==> config.mk <==
export PLATFORM = sky130hd
export DESIGN_NAME = integer_to_ascii_formatter
export DESIGN_NICKNAME = d
export VERILOG_FILES = /design/src/ifmt_pkg.sv /design/src/integer_to_ascii_formatter.sv /design/src/ifmt_front.sv /design/src/ifmt_fifo.sv /design/src/ifmt_back.sv
export SDC_FILE = /design/constraint.sdc
export NUM_CORES = 2
export LEC_CHECK = 0
export ABC_CLOCK_PERIOD_IN_PS = 6600
export BUFFER_PORTS_ARGS = -buffer_cell sky130_fd_sc_hd__buf_2
export CORE_MARGIN = 5
export CORE_UTILIZATION = 45
export CTS_CLUSTER_SIZE = 16
export DETAILED_ROUTE_END_ITERATION = 7
export PLACE_DENSITY = 0.59
export RECOVER_POWER = 50
export SETUP_SLACK_MARGIN = 0.4
export SLEW_MARGIN = 30
export SYNTH_ARGS = -nofsm -noshare
export SYNTH_HDL_FRONTEND = slang
export SYNTH_SLANG_ARGS = --single-unit
==> constraint.sdc <==
create_clock -name clk -period 6.6 [get_ports clk]
set_clock_uncertainty 0.15 [all_clocks]
set_input_delay 0.33 -clock clk [delete_from_list [all_inputs] [get_ports clk]]
set_output_delay 0.33 -clock clk [all_outputs]
set_load 0.05 [all_outputs]
==> src/ifmt_pkg.sv <==
// ----------------------------------------------------------------------------
// ifmt_pkg: shared types and constants for the integer to ASCII formatter
// Request and result structs, the job record passed from front to back,
// format codes and the digit-to-character mapping.
// ----------------------------------------------------------------------------
package ifmt_pkg;

  localparam int unsigned MAX_WIDTH   = 63;
  localparam int unsigned DIGIT_SLOTS = 11;
  localparam int unsigned DIG_BITS    = DIGIT_SLOTS * 4;
  localparam int unsigned NDIG_W      = $clog2(DIGIT_SLOTS + 1);
  localparam int unsigned FIFO_DEPTH  = 2;

  // Reciprocal of ten: floor(x / 10) == (x * RECIP10) >> 35 for any 32-bit x
  localparam logic [31:0] RECIP10     = 32'hCCCC_CCCD;
  localparam int unsigned RECIP_SHIFT = 35;

  // Format codes
  localparam logic [1:0] MODE_SDEC  = 2'd0;
  localparam logic [1:0] MODE_UDEC  = 2'd1;
  localparam logic [1:0] MODE_HEXLC = 2'd2;
  localparam logic [1:0] MODE_HEXUC = 2'd3;

  // Characters
  localparam logic [7:0] CH_ZERO  = 8'h30;  // '0'
  localparam logic [7:0] CH_MINUS = 8'h2D;  // '-'
  localparam logic [7:0] CH_UPPER = 8'h41;  // 'A'
  localparam logic [7:0] CH_LOWER = 8'h61;  // 'a'
  localparam logic [7:0] CH_SPACE = 8'h20;  // ' '

  typedef struct packed {
    logic [31:0] value;
    logic [1:0]  mode;
    logic [5:0]  min_chars;
    logic        pad_zero;
  } in_req_t;

  typedef struct packed {
    logic [7:0] out_char;
    logic       last;
  } out_req_t;

  // One formatted number: digits stored most significant in the top slot
  typedef struct packed {
    logic [DIG_BITS-1:0] digits;
    logic [NDIG_W-1:0]   ndig;
    logic                negative;
    logic                pad_zero;
    logic                upper;
    logic [5:0]          width;
  } job_t;

  function automatic logic [7:0] digit_char(input logic [3:0] d, input logic upper);
    logic [7:0] base;
    base = upper ? CH_UPPER : CH_LOWER;
    if (d < 4'd10) begin
      return CH_ZERO + {4'b0, d};
    end
    return base + {4'b0, d} - 8'd10;
  endfunction

endpackage

==> src/integer_to_ascii_formatter.sv <==
// ----------------------------------------------------------------------------
// integer_to_ascii_formatter: 32-bit integer to ASCII text
// Formats a number as signed/unsigned decimal or hex with left padding,
// one character per result, marking the final character.
// ----------------------------------------------------------------------------
//  channel | handshake     | payload                               | note
//  --------+---------------+---------------------------------------+-----------------
//  item    | push / full   | value, mode, min_chars, pad_zero      | one number
//  result  | pop / empty   | out_char, last                        | 1..63 per number
//
//  The front takes a request only when idle, forms each decimal digit by a
//  reciprocal multiply and then a remainder, or each hex digit directly, and
//  then queues the job, so it takes no new request before the job is queued.
//  The back loads a job and then emits one character per accepted pop,
//  max(min_chars, length) characters; the slower half sets the sustained rate and
//  the two-entry job queue lets both halves stall separately.
//  rst is synchronous and empties both halves and the queue.
// ----------------------------------------------------------------------------
module integer_to_ascii_formatter (
  input  logic               clk,
  input  logic               rst,
  input  logic               push,
  output logic               full,
  input  ifmt_pkg::in_req_t  item,
  output logic               empty,
  input  logic               pop,
  output ifmt_pkg::out_req_t result
);
  import ifmt_pkg::*;

  logic job_wr;
  logic job_rd;
  logic job_full;
  logic job_empty;
  job_t job_w;
  job_t job_r;

  ifmt_front u_front (
    .clk      (clk),
    .rst      (rst),
    .push     (push),
    .full     (full),
    .item     (item),
    .job_wr   (job_wr),
    .job_out  (job_w),
    .job_full (job_full)
  );

  ifmt_fifo u_fifo (
    .clk     (clk),
    .rst     (rst),
    .wr      (job_wr),
    .wr_data (job_w),
    .q_full  (job_full),
    .rd      (job_rd),
    .rd_data (job_r),
    .q_empty (job_empty)
  );

  ifmt_back u_back (
    .clk       (clk),
    .rst       (rst),
    .job_in    (job_r),
    .job_empty (job_empty),
    .job_rd    (job_rd),
    .result    (result),
    .empty     (empty),
    .pop       (pop)
  );

endmodule

==> src/ifmt_front.sv <==
// ----------------------------------------------------------------------------
// ifmt_front: request intake and digit generation
// Takes one request, forms the magnitude and peels off one digit per step
// (a decimal digit through a reciprocal multiply and then a remainder, a hex
// digit directly), then hands the finished job to the queue.
// ----------------------------------------------------------------------------
module ifmt_front (
  input  logic             clk,
  input  logic             rst,
  input  logic             push,
  output logic             full,
  input  ifmt_pkg::in_req_t item,
  output logic             job_wr,
  output ifmt_pkg::job_t   job_out,
  input  logic             job_full
);
  import ifmt_pkg::*;

  typedef enum logic [3:0] {
    F_IDLE = 4'b0001,
    F_MUL  = 4'b0010,
    F_DIG  = 4'b0100,
    F_PUSH = 4'b1000
  } fstate_t;

  fstate_t     state, state_next;
  logic [31:0] mag;
  logic [63:0] prod;
  logic        dec;
  job_t        job;

  logic        in_neg;
  logic [31:0] quot;
  logic [31:0] quot_x10;
  logic [31:0] rem_full;
  logic [3:0]  rem;

  // Sign of the incoming value
  assign in_neg = (item.mode == MODE_SDEC) && item.value[31];

  // One digit step
  always_comb begin
    quot_x10 = '0;
    rem_full = '0;
    if (dec) begin
      quot     = {3'b0, prod[63:RECIP_SHIFT]};
      quot_x10 = (quot << 3) + (quot << 1);
      rem_full = mag - quot_x10;
      rem      = rem_full[3:0];
    end else begin
      quot = {4'b0, mag[31:4]};
      rem  = mag[3:0];
    end
  end

  // Sequencer
  always_comb begin
    state_next = state;
    case (state)
      F_IDLE: begin
        if (push) begin
          state_next = (item.mode == MODE_SDEC || item.mode == MODE_UDEC) ? F_MUL : F_DIG;
        end
      end
      F_MUL: state_next = F_DIG;
      F_DIG: begin
        if (quot == '0) begin
          state_next = F_PUSH;
        end else begin
          state_next = dec ? F_MUL : F_DIG;
        end
      end
      F_PUSH: begin
        if (!job_full) begin
          state_next = F_IDLE;
        end
      end
      default: state_next = F_IDLE;
    endcase
  end

  always_ff @(posedge clk) begin
    if (rst) begin
      state <= F_IDLE;
    end else begin
      state <= state_next;
    end
  end

  // Datapath registers
  always_ff @(posedge clk) begin
    case (state)
      F_IDLE: begin
        if (push) begin
          mag          <= in_neg ? (32'd0 - item.value) : item.value;
          dec          <= (item.mode == MODE_SDEC) || (item.mode == MODE_UDEC);
          job.digits   <= '0;
          job.ndig     <= '0;
          job.negative <= in_neg;
          job.pad_zero <= item.pad_zero;
          job.upper    <= (item.mode == MODE_HEXUC);
          job.width    <= (32'(item.min_chars) > MAX_WIDTH) ? 6'(MAX_WIDTH) : item.min_chars;
        end
      end
      F_MUL: prod <= 64'(mag) * 64'(RECIP10);
      F_DIG: begin
        // newest digit is the most significant so far: it goes on top
        job.digits <= {rem, job.digits[DIG_BITS-1:4]};
        job.ndig   <= job.ndig + 1'b1;
        mag        <= quot;
      end
      default: ;
    endcase
  end

  assign full    = (state != F_IDLE);
  assign job_wr  = (state == F_PUSH) && !job_full;
  assign job_out = job;

  // Checks
  a_ndig_bound: assert property (@(posedge clk) disable iff (rst)
    (state != F_IDLE) |-> 32'(job.ndig) <= DIGIT_SLOTS)
    else $error("front: digit count beyond slot count");

  a_push_nonempty: assert property (@(posedge clk) disable iff (rst)
    job_wr |-> job.ndig != '0)
    else $error("front: job pushed with no digits");

endmodule

==> src/ifmt_fifo.sv <==
// ----------------------------------------------------------------------------
// ifmt_fifo: short job queue between front and back
// Two-entry queue of formatted jobs; lets digit generation of the next
// request overlap the character output of the current one.
// ----------------------------------------------------------------------------
module ifmt_fifo (
  input  logic           clk,
  input  logic           rst,
  input  logic           wr,
  input  ifmt_pkg::job_t wr_data,
  output logic           q_full,
  input  logic           rd,
  output ifmt_pkg::job_t rd_data,
  output logic           q_empty
);
  import ifmt_pkg::*;

  localparam int unsigned PTR_W = $clog2(FIFO_DEPTH);

  job_t               mem [FIFO_DEPTH];
  logic [PTR_W-1:0]   wr_ptr;
  logic [PTR_W-1:0]   rd_ptr;
  logic [PTR_W:0]     count;

  // Pointers and fill level
  always_ff @(posedge clk) begin
    if (rst) begin
      wr_ptr <= '0;
      rd_ptr <= '0;
      count  <= '0;
    end else begin
      if (wr) begin
        wr_ptr <= wr_ptr + 1'b1;
      end
      if (rd) begin
        rd_ptr <= rd_ptr + 1'b1;
      end
      count <= count + (PTR_W+1)'(wr) - (PTR_W+1)'(rd);
    end
  end

  // Storage
  always_ff @(posedge clk) begin
    if (wr) begin
      mem[wr_ptr] <= wr_data;
    end
  end

  assign rd_data = mem[rd_ptr];
  assign q_full  = (32'(count) == FIFO_DEPTH);
  assign q_empty = (count == '0);

  // Checks
  a_count_bound: assert property (@(posedge clk) disable iff (rst)
    32'(count) <= FIFO_DEPTH)
    else $error("fifo: fill level out of range");

  a_no_overflow: assert property (@(posedge clk) disable iff (rst)
    !(wr && q_full))
    else $error("fifo: write while full");

endmodule

==> src/ifmt_back.sv <==
// ----------------------------------------------------------------------------
// ifmt_back: character sequencer
// Pulls one job from the queue and emits its characters: the sign ahead of zero
// padding or after space padding, then the digits, one per accepted result request.
// ----------------------------------------------------------------------------
module ifmt_back (
  input  logic               clk,
  input  logic               rst,
  input  ifmt_pkg::job_t     job_in,
  input  logic               job_empty,
  output logic               job_rd,
  output ifmt_pkg::out_req_t result,
  output logic               empty,
  input  logic               pop
);
  import ifmt_pkg::*;

  typedef enum logic [4:0] {
    B_IDLE  = 5'b00001,
    B_SIGNA = 5'b00010,  // sign ahead of zero padding
    B_PAD   = 5'b00100,
    B_SIGNB = 5'b01000,  // sign after space padding
    B_DIG   = 5'b10000
  } bstate_t;

  bstate_t             state, state_next;
  logic [DIG_BITS-1:0] digits;
  logic [NDIG_W-1:0]   dig_cnt;
  logic [5:0]          pad_cnt;
  logic                negative;
  logic                pad_zero;
  logic                upper;

  logic [5:0] body;
  logic [5:0] pad;
  logic       take;

  // Padding length for the job at the queue head
  assign body = 6'(job_in.ndig) + 6'(job_in.negative);
  assign pad  = (job_in.width > body) ? (job_in.width - body) : 6'd0;
  assign take = pop && !empty;

  assign job_rd = (state == B_IDLE) && !job_empty;

  // Sequencer
  always_comb begin
    state_next = state;
    case (state)
      B_IDLE: begin
        if (!job_empty) begin
          if (job_in.negative && job_in.pad_zero) begin
            state_next = B_SIGNA;
          end else if (pad != '0) begin
            state_next = B_PAD;
          end else if (job_in.negative) begin
            state_next = B_SIGNB;
          end else begin
            state_next = B_DIG;
          end
        end
      end
      B_SIGNA: begin
        if (take) begin
          state_next = (pad_cnt != '0) ? B_PAD : B_DIG;
        end
      end
      B_PAD: begin
        if (take && pad_cnt == 6'd1) begin
          state_next = (negative && !pad_zero) ? B_SIGNB : B_DIG;
        end
      end
      B_SIGNB: begin
        if (take) begin
          state_next = B_DIG;
        end
      end
      B_DIG: begin
        if (take && dig_cnt == NDIG_W'(1)) begin
          state_next = B_IDLE;
        end
      end
      default: state_next = B_IDLE;
    endcase
  end

  always_ff @(posedge clk) begin
    if (rst) begin
      state <= B_IDLE;
    end else begin
      state <= state_next;
    end
  end

  // Job registers and counters
  always_ff @(posedge clk) begin
    if (job_rd) begin
      digits   <= job_in.digits;
      dig_cnt  <= job_in.ndig;
      pad_cnt  <= pad;
      negative <= job_in.negative;
      pad_zero <= job_in.pad_zero;
      upper    <= job_in.upper;
    end else if (take) begin
      if (state == B_PAD) begin
        pad_cnt <= pad_cnt - 1'b1;
      end
      if (state == B_DIG) begin
        digits  <= {digits[DIG_BITS-5:0], 4'h0};
        dig_cnt <= dig_cnt - 1'b1;
      end
    end
  end

  // Current character
  always_comb begin
    result.last = 1'b0;
    case (state)
      B_SIGNA, B_SIGNB: result.out_char = CH_MINUS;
      B_PAD:            result.out_char = pad_zero ? CH_ZERO : CH_SPACE;
      B_DIG: begin
        result.out_char = digit_char(digits[DIG_BITS-1 -: 4], upper);
        result.last     = (dig_cnt == NDIG_W'(1));
      end
      default:          result.out_char = CH_SPACE;
    endcase
  end

  assign empty = (state == B_IDLE);

  // Checks
  a_dig_nonzero: assert property (@(posedge clk) disable iff (rst)
    (state == B_DIG) |-> dig_cnt != '0)
    else $error("back: digit phase with no digits left");

  a_last_ends: assert property (@(posedge clk) disable iff (rst)
    (take && result.last) |=> state == B_IDLE)
    else $error("back: output continued after last character");

endmodule
* After elaboration in Yosys (flattened, before gate mapping)
Memories as Yosys holds them, arrays and structs flattened. A register that Yosys moved wholly into a read port is not among the register bits.
Cells that the tools add are included.
** Storage, ports and cells
- Register bits :: 224
- Latch bits :: 0
- RAM bits :: 114
- Memory bits (read-only) :: 0
- Output and inout port bits :: 11
- Word-level logic and storage cells :: 136
- Memories :: 1
** Operators by class
- Add/sub/neg operators :: 15
- $mul :: 1
- Divide/modulo/power cells :: 0
- Magnitude comparators :: 2
- Equality and inequality tests :: 22
- Shift-type cells :: 0
- Multiplexer cells :: 46
- Bitwise operators :: 0
- Reduce and logical (&&, ||, !) cells :: 29
** Memories
- u_fifo.mem :: words 2, bits a word 57, read ports 1, clocked after Yosys merged registers in 1, wr ports 1, RTL line ifmt_fifo.sv:20 : job_t mem [FIFO_DEPTH];
** Operator list (count)
- 44-bit 2-to-1 mux :: 3
- 48-bit one-hot mux with 2 select lines :: 1
- 32-bit by 32-bit multiplier with 64-bit output, second input constant :: 1
- 32-bit 2-to-1 mux :: 2
- 32-bit one-hot mux with 2 select lines :: 1
- 57-bit 2-to-1 mux :: 1
- 5-bit 2-to-1 mux :: 11
- 32-bit zero test :: 1
- 1-bit by 32-bit subtractor with 32-bit output, first input constant :: 1
- 6-bit 2-to-1 mux :: 5
- 29-bit 2-to-1 mux :: 1
- 4-bit 2-to-1 mux :: 7
- 5-bit one-hot mux with 5 select lines :: 1
- 8-bit one-hot mux with 3 select lines :: 1
- 8-bit 2-to-1 mux :: 2
- 4-bit one-hot mux with 4 select lines :: 1
- 6-bit nonzero test :: 2
- 2-bit AND reduction :: 5
- 8-bit by 4-bit adder with 8-bit output :: 1
- 4-bit by 1-bit equality test with 1-bit output, second input constant :: 2
- 1-bit logical AND :: 8
- 2-bit by 1-bit != test with 1-bit output, second input constant :: 4
- 2-bit nonzero test :: 4
- 8-bit by 4-bit subtractor with 8-bit output, second input constant :: 1
- 33 further kinds :: 48

* Depth between registers and ports, before layout
- Depth after elaboration :: 8
- Depth in mapped cells :: 25

* By module
From an unflattened synthesis, not the netlist that was laid out.
** Second synthesis, totals
- Cells, all modules :: 2762
- Area, all modules :: 30566.8 sq um
** By module, submodules not included
- ifmt_front :: times used 1, cells each 2196, area each 22675.5 sq um, sequential area each 3653.5 sq um
- ifmt_fifo :: times used 1, cells each 198, area each 4449.3 sq um, sequential area each 3523.4 sq um
- ifmt_back :: times used 1, cells each 368, area each 3442.1 sq um, sequential area each 1811.7 sq um

* Worst setup path before layout
OpenSTA, ideal clock, no wires.
- Path kind :: reg2reg
- From :: register u_front.mag[18]
- To :: register u_front.prod[62] (data pin)
- Setup time :: 0.265 ns
- Data arrival time :: 6.707 ns
- Data required time :: 6.185 ns
- Path slack :: -0.522 ns
- Stages on the path, launching flop included :: 25
- Path buffers :: 0
- Period minus slack after synthesis :: 7.122 ns
- Cells stage by stage :: edfxtp_1 -> ha_1 -> inv_1 -> fa_1 -> inv_1 -> fa_1 -> inv_1 -> fa_1 -> inv_1 -> fa_1 -> fa_1 -> fa_1 -> inv_1 -> fa_1 -> inv_1 -> ha_1 -> nand4_1 -> nor4_1 -> nand2_1 -> o41a_1 -> a31oi_4 -> o211ai_2 -> a211oi_2 -> or4_1 -> nand4_1
** Between the ends
- Longest elaborated chain between the ends :: 1
** Ends and longest elaborated chain
- start, declared :: RTL line ifmt_front.sv:27 : logic [31:0] mag;
- start signal, assigned :: RTL line ifmt_front.sv:95 : mag <= in_neg ? (32'd0 - item.value) : item.value;
- start signal, assigned :: RTL line ifmt_front.sv:110 : mag <= quot;
- 32-bit by 32-bit multiplier with 64-bit output :: RTL line ifmt_front.sv:105 : F_MUL: prod <= 64'(mag) * 64'(RECIP10);
- end signal, assigned :: RTL line ifmt_front.sv:105
- end, declared :: RTL line ifmt_front.sv:28 : logic [63:0] prod;
No other way between the ends.
A chain may end at the register's enable or synchronous reset.

* Worst setup path in the final report
- From :: register u_front.mag[14]
- To :: register u_front.prod[62] (data pin)
Same word-level chain as after synthesis.

==> metrics.yaml <==
syn_avg_cell_area_um2: 11.3
fp-row-count: 94
synth_xor_xnor_area_share: 0.0372
wl_mm: 87.5
cts_tree: "done"
vias: 20900
ys_seq_area_frac: 0.301
critPathBufInv: 3
yosys_most_used_dff: "edfxtp_1"
first_global_vias: 22600
fmax_ghz: 0.137
core-area_um2: 65700
holdPathEnd: "u_front.mag[30]$_SDFFCE_PP0P_"
cp.required_ns: 6.74
synthArstFlopShare: 0
max_stage_delay_ns: 0.57
post-route-util: 0.551
r2r-start: "u_front.mag[14]$_DFFE_PP_"
rsz0062_at_grt: "true"
worstMarginPinSlew_ns: 2.85
antenna_found_initial: 1
gp_congestion: 1.02
hold_path.startpoint: "item[39]"
cp_slowest_cell: "fa_1"
h-tree-depth: 2
cts_buffers: 34
synthMuxAreaShare: 0.0298
drive_above_1_share: 0.205
ys_seq_elements: 304
die_h_um: 268
synth_nets: 3451
slew_violations: 193
vias_per_cell: 5.24
clk_pin_slew_worst_paths_ns: 0.07
die_area_um2: 71600
gr-total-overflow: 0
cp_top_family: "adder cells"
crit_start: "u_front.mag[14]$_DFFE_PP_"
clock_sinks: 304
root_buffer: "clkbuf_16"
syn-cell-area_um2: 29900
endpoint_kind: "flip-flop"
grt_max_degree: 94
r2r-end: "u_front.prod[62]$_DFFE_PP_"
status: "complete, but fails checks"
cp-start-kind: "flip-flop"
setup_viol: 26
grt_first_pass_wirelength_mm: 134
violations: "capacitance limit, slew limit, setup timing"
crit_top_cell: "fa_1"
initial_core_util: 0.454
clkLatencyLatePin_ns: 0.56
slew_headroom: -0.899
path_class: "reg2reg"
io_pins: 56
hold_viol_final: 0
synth-edff-count: 290
drtIter0Drc: 1337
reg2reg_slack_ns: -0.70
crit_fanout: 4
setup_slack_ns: -0.699
synth_top_family_by_area: "adder cells"
dp_hpwl_mm: 73.6
netlist_instances: 2652
ys_types: 83
syn2layout_area_growth_pct: 21.3
ys.warnings.count: 0
drc: 0
cp.arrival_ns: 7.44
path_cells: "ha_4 > buf_4 > ha_1 > fa_1 > inv_1 > fa_1 > inv_1 > fa_1 > fa_1 > fa_1 > fa_1 > ha_1 > nand2_1 > or4_4 > a211o_1 > a31o_4 > a31oi_4 > o211ai_4 > a211oi_4 > or4_1 > nand4_1"
grtUsageTotal: 0.248
max_cap_violations: 5
synth-simple-area-share: 0.0687
postRouteAntennaNets: 0
fin_crit_ns: 7.30
first_pass_iters: 5
fp.dieW_um: 268
wl_per_cell_um: 21.9
hold_path_depth: 3
finalCritPeriodShare: 1.11
hold_path.class: "in2reg"
portBuffers: 54
antennaDiodeCount: 0
fillCellCount: 5679
r2r_cells: 21
synth_compound_area_frac: 0.0732
nets: 3909
clockBufferDepth: 3
synthAdderAreaFrac: 0.413
flip-flops by register name (all words and copies together), names as in the netlist, 2 cells and up, named ones only:
signal / cells
u_back.dig_cnt: 4
u_back.digits: 44
u_back.pad_cnt: 6
u_back.state: 5
u_fifo.count: 2
u_fifo.mem: 114
u_front.job_out: 57
u_front.mag: 32
u_front.prod: 29
u_front.state: 4
area by class of cell:
class | count | area, um^2 | share of cell area
Clock buffer | 45 | 935 | 0.0258
Clock inverter | 16 | 166 | 0.00459
Inverter | 557 | 2100 | 0.0579
Multi-Input combinational cell | 1738 | 19400 | 0.536
Sequential cell | 304 | 8990 | 0.248
Tap cell | 864 | 1080 | 0.0298
Timing Repair Buffer | 475 | 3530 | 0.0974
metal layers:
metal | global-route usage | routed length (um) | up-vias | part of all wire
met5 | 0 | 13 | - | 0.00015
met4 | 0.0786 | 3510 | 2 | 0.040
met3 | 0.0357 | 4700 | 161 | 0.054
met2 | 0.419 | 42300 | 546 | 0.48
met1 | 0.332 | 37000 | 10500 | 0.42
li1 | - | - | 9694 | -
cell usage in the layout, fill, tap and decap left out, types with 12 or more instances in the layout:
cell type,n
inv_1,543
clkbuf_16,36
ha_4,32
a21o_1,49
buf_4,386
and2_1,21
fa_1,375
nand2_1,128
edfxtp_1,290
buf_2,49
xnor2_1,58
nor2_1,97
and2_0,29
a21oi_1,91
o21ai_0,92
clkbuf_1,19
dfxtp_1,14
nor4_1,12
nand4_1,15
nand3_1,15
mux2i_1,81
nand2b_1,12
nor3_1,29
dlygate4sd3_1,13
ha_1,324
xor2_1,58
fa_2,12
buf_6,14
per-stage QoR:
step                cell area [um^2]  setup slack [ns]  instances  hold WS [ns]  TNS, ns
CTS                            36000            -0.769       3990       0.00146   -13.48
finish                         36200            -0.699       3999        0.0102   -13.07
global route                   36200            -0.920       3999      0.000171   -19.05
detailed placement             34400            -0.913       3902         0.281   -16.46
floorplan                      30300            -0.329       2652         0.271    -1.36
global placement               34400            -0.837       3902         0.275   -16.01
how the worst max path moves through the flow:
stage	end	slack, ns	depth (start not counted)
CTS	u_front.prod[62]$_DFFE_PP_	-0.77	24
global route	u_front.prod[61]$_DFFE_PP_	-0.92	24
floorplan	u_front.prod[62]$_DFFE_PP_	-0.33	22
finish	u_front.prod[62]$_DFFE_PP_	-0.70	21
global placement	u_front.prod[51]$_DFFE_PP_	-0.84	22
detailed placement	u_front.prod[51]$_DFFE_PP_	-0.91	22
worst reg2reg max path, cell delays in order (launching register included):
cell and delay (ns):
edfxtp_1 0.51, ha_4 0.34, buf_4 0.16, ha_1 0.28, fa_1 0.51, inv_1 0.05
fa_1 0.49, inv_1 0.06, fa_1 0.53, fa_1 0.45, fa_1 0.57, fa_1 0.45
ha_1 0.31, nand2_1 0.11, or4_4 0.55, a211o_1 0.30, a31o_4 0.25, a31oi_4 0.28
o211ai_4 0.15, a211oi_4 0.31, or4_1 0.16, nand4_1 0.08
timing repair:
item / in CTS / in global routing
gates resized for setup: 55 / 48
buffers inserted: 14 / 9
setup endpoints to repair: 29 / 29
hold buffers: 13 / 0
hold endpoints to repair: 23 / 0
pin swaps: 31 / 34
cells by family (layout without fill, tap and decap cells):
kind of cell,Yosys count,in the layout
fa+ha+maj,754,754
buf+inv,610,1093
simple gates,420,420
compound gates,348,348
flops,304,304
xor+xnor,127,127
mux,88,88
other cells,1,1
Yosys cell counts (all sizes together), types with 49 or more instances:
cell type  number  share of area
a21o           49          0.012
a21oi         100          0.017
and2           53          0.011
edfxtp        290           0.29
fa            387           0.26
ha            367           0.15
inv           556          0.070
mux2i          81          0.027
nand2         131          0.017
nor2          100          0.013
o21ai         110          0.018
xnor2          65          0.019
xor2           62          0.018
Power is not shown: default switching activity piles up to over one toggle a cycle in this logic, so the estimate is an artifact.
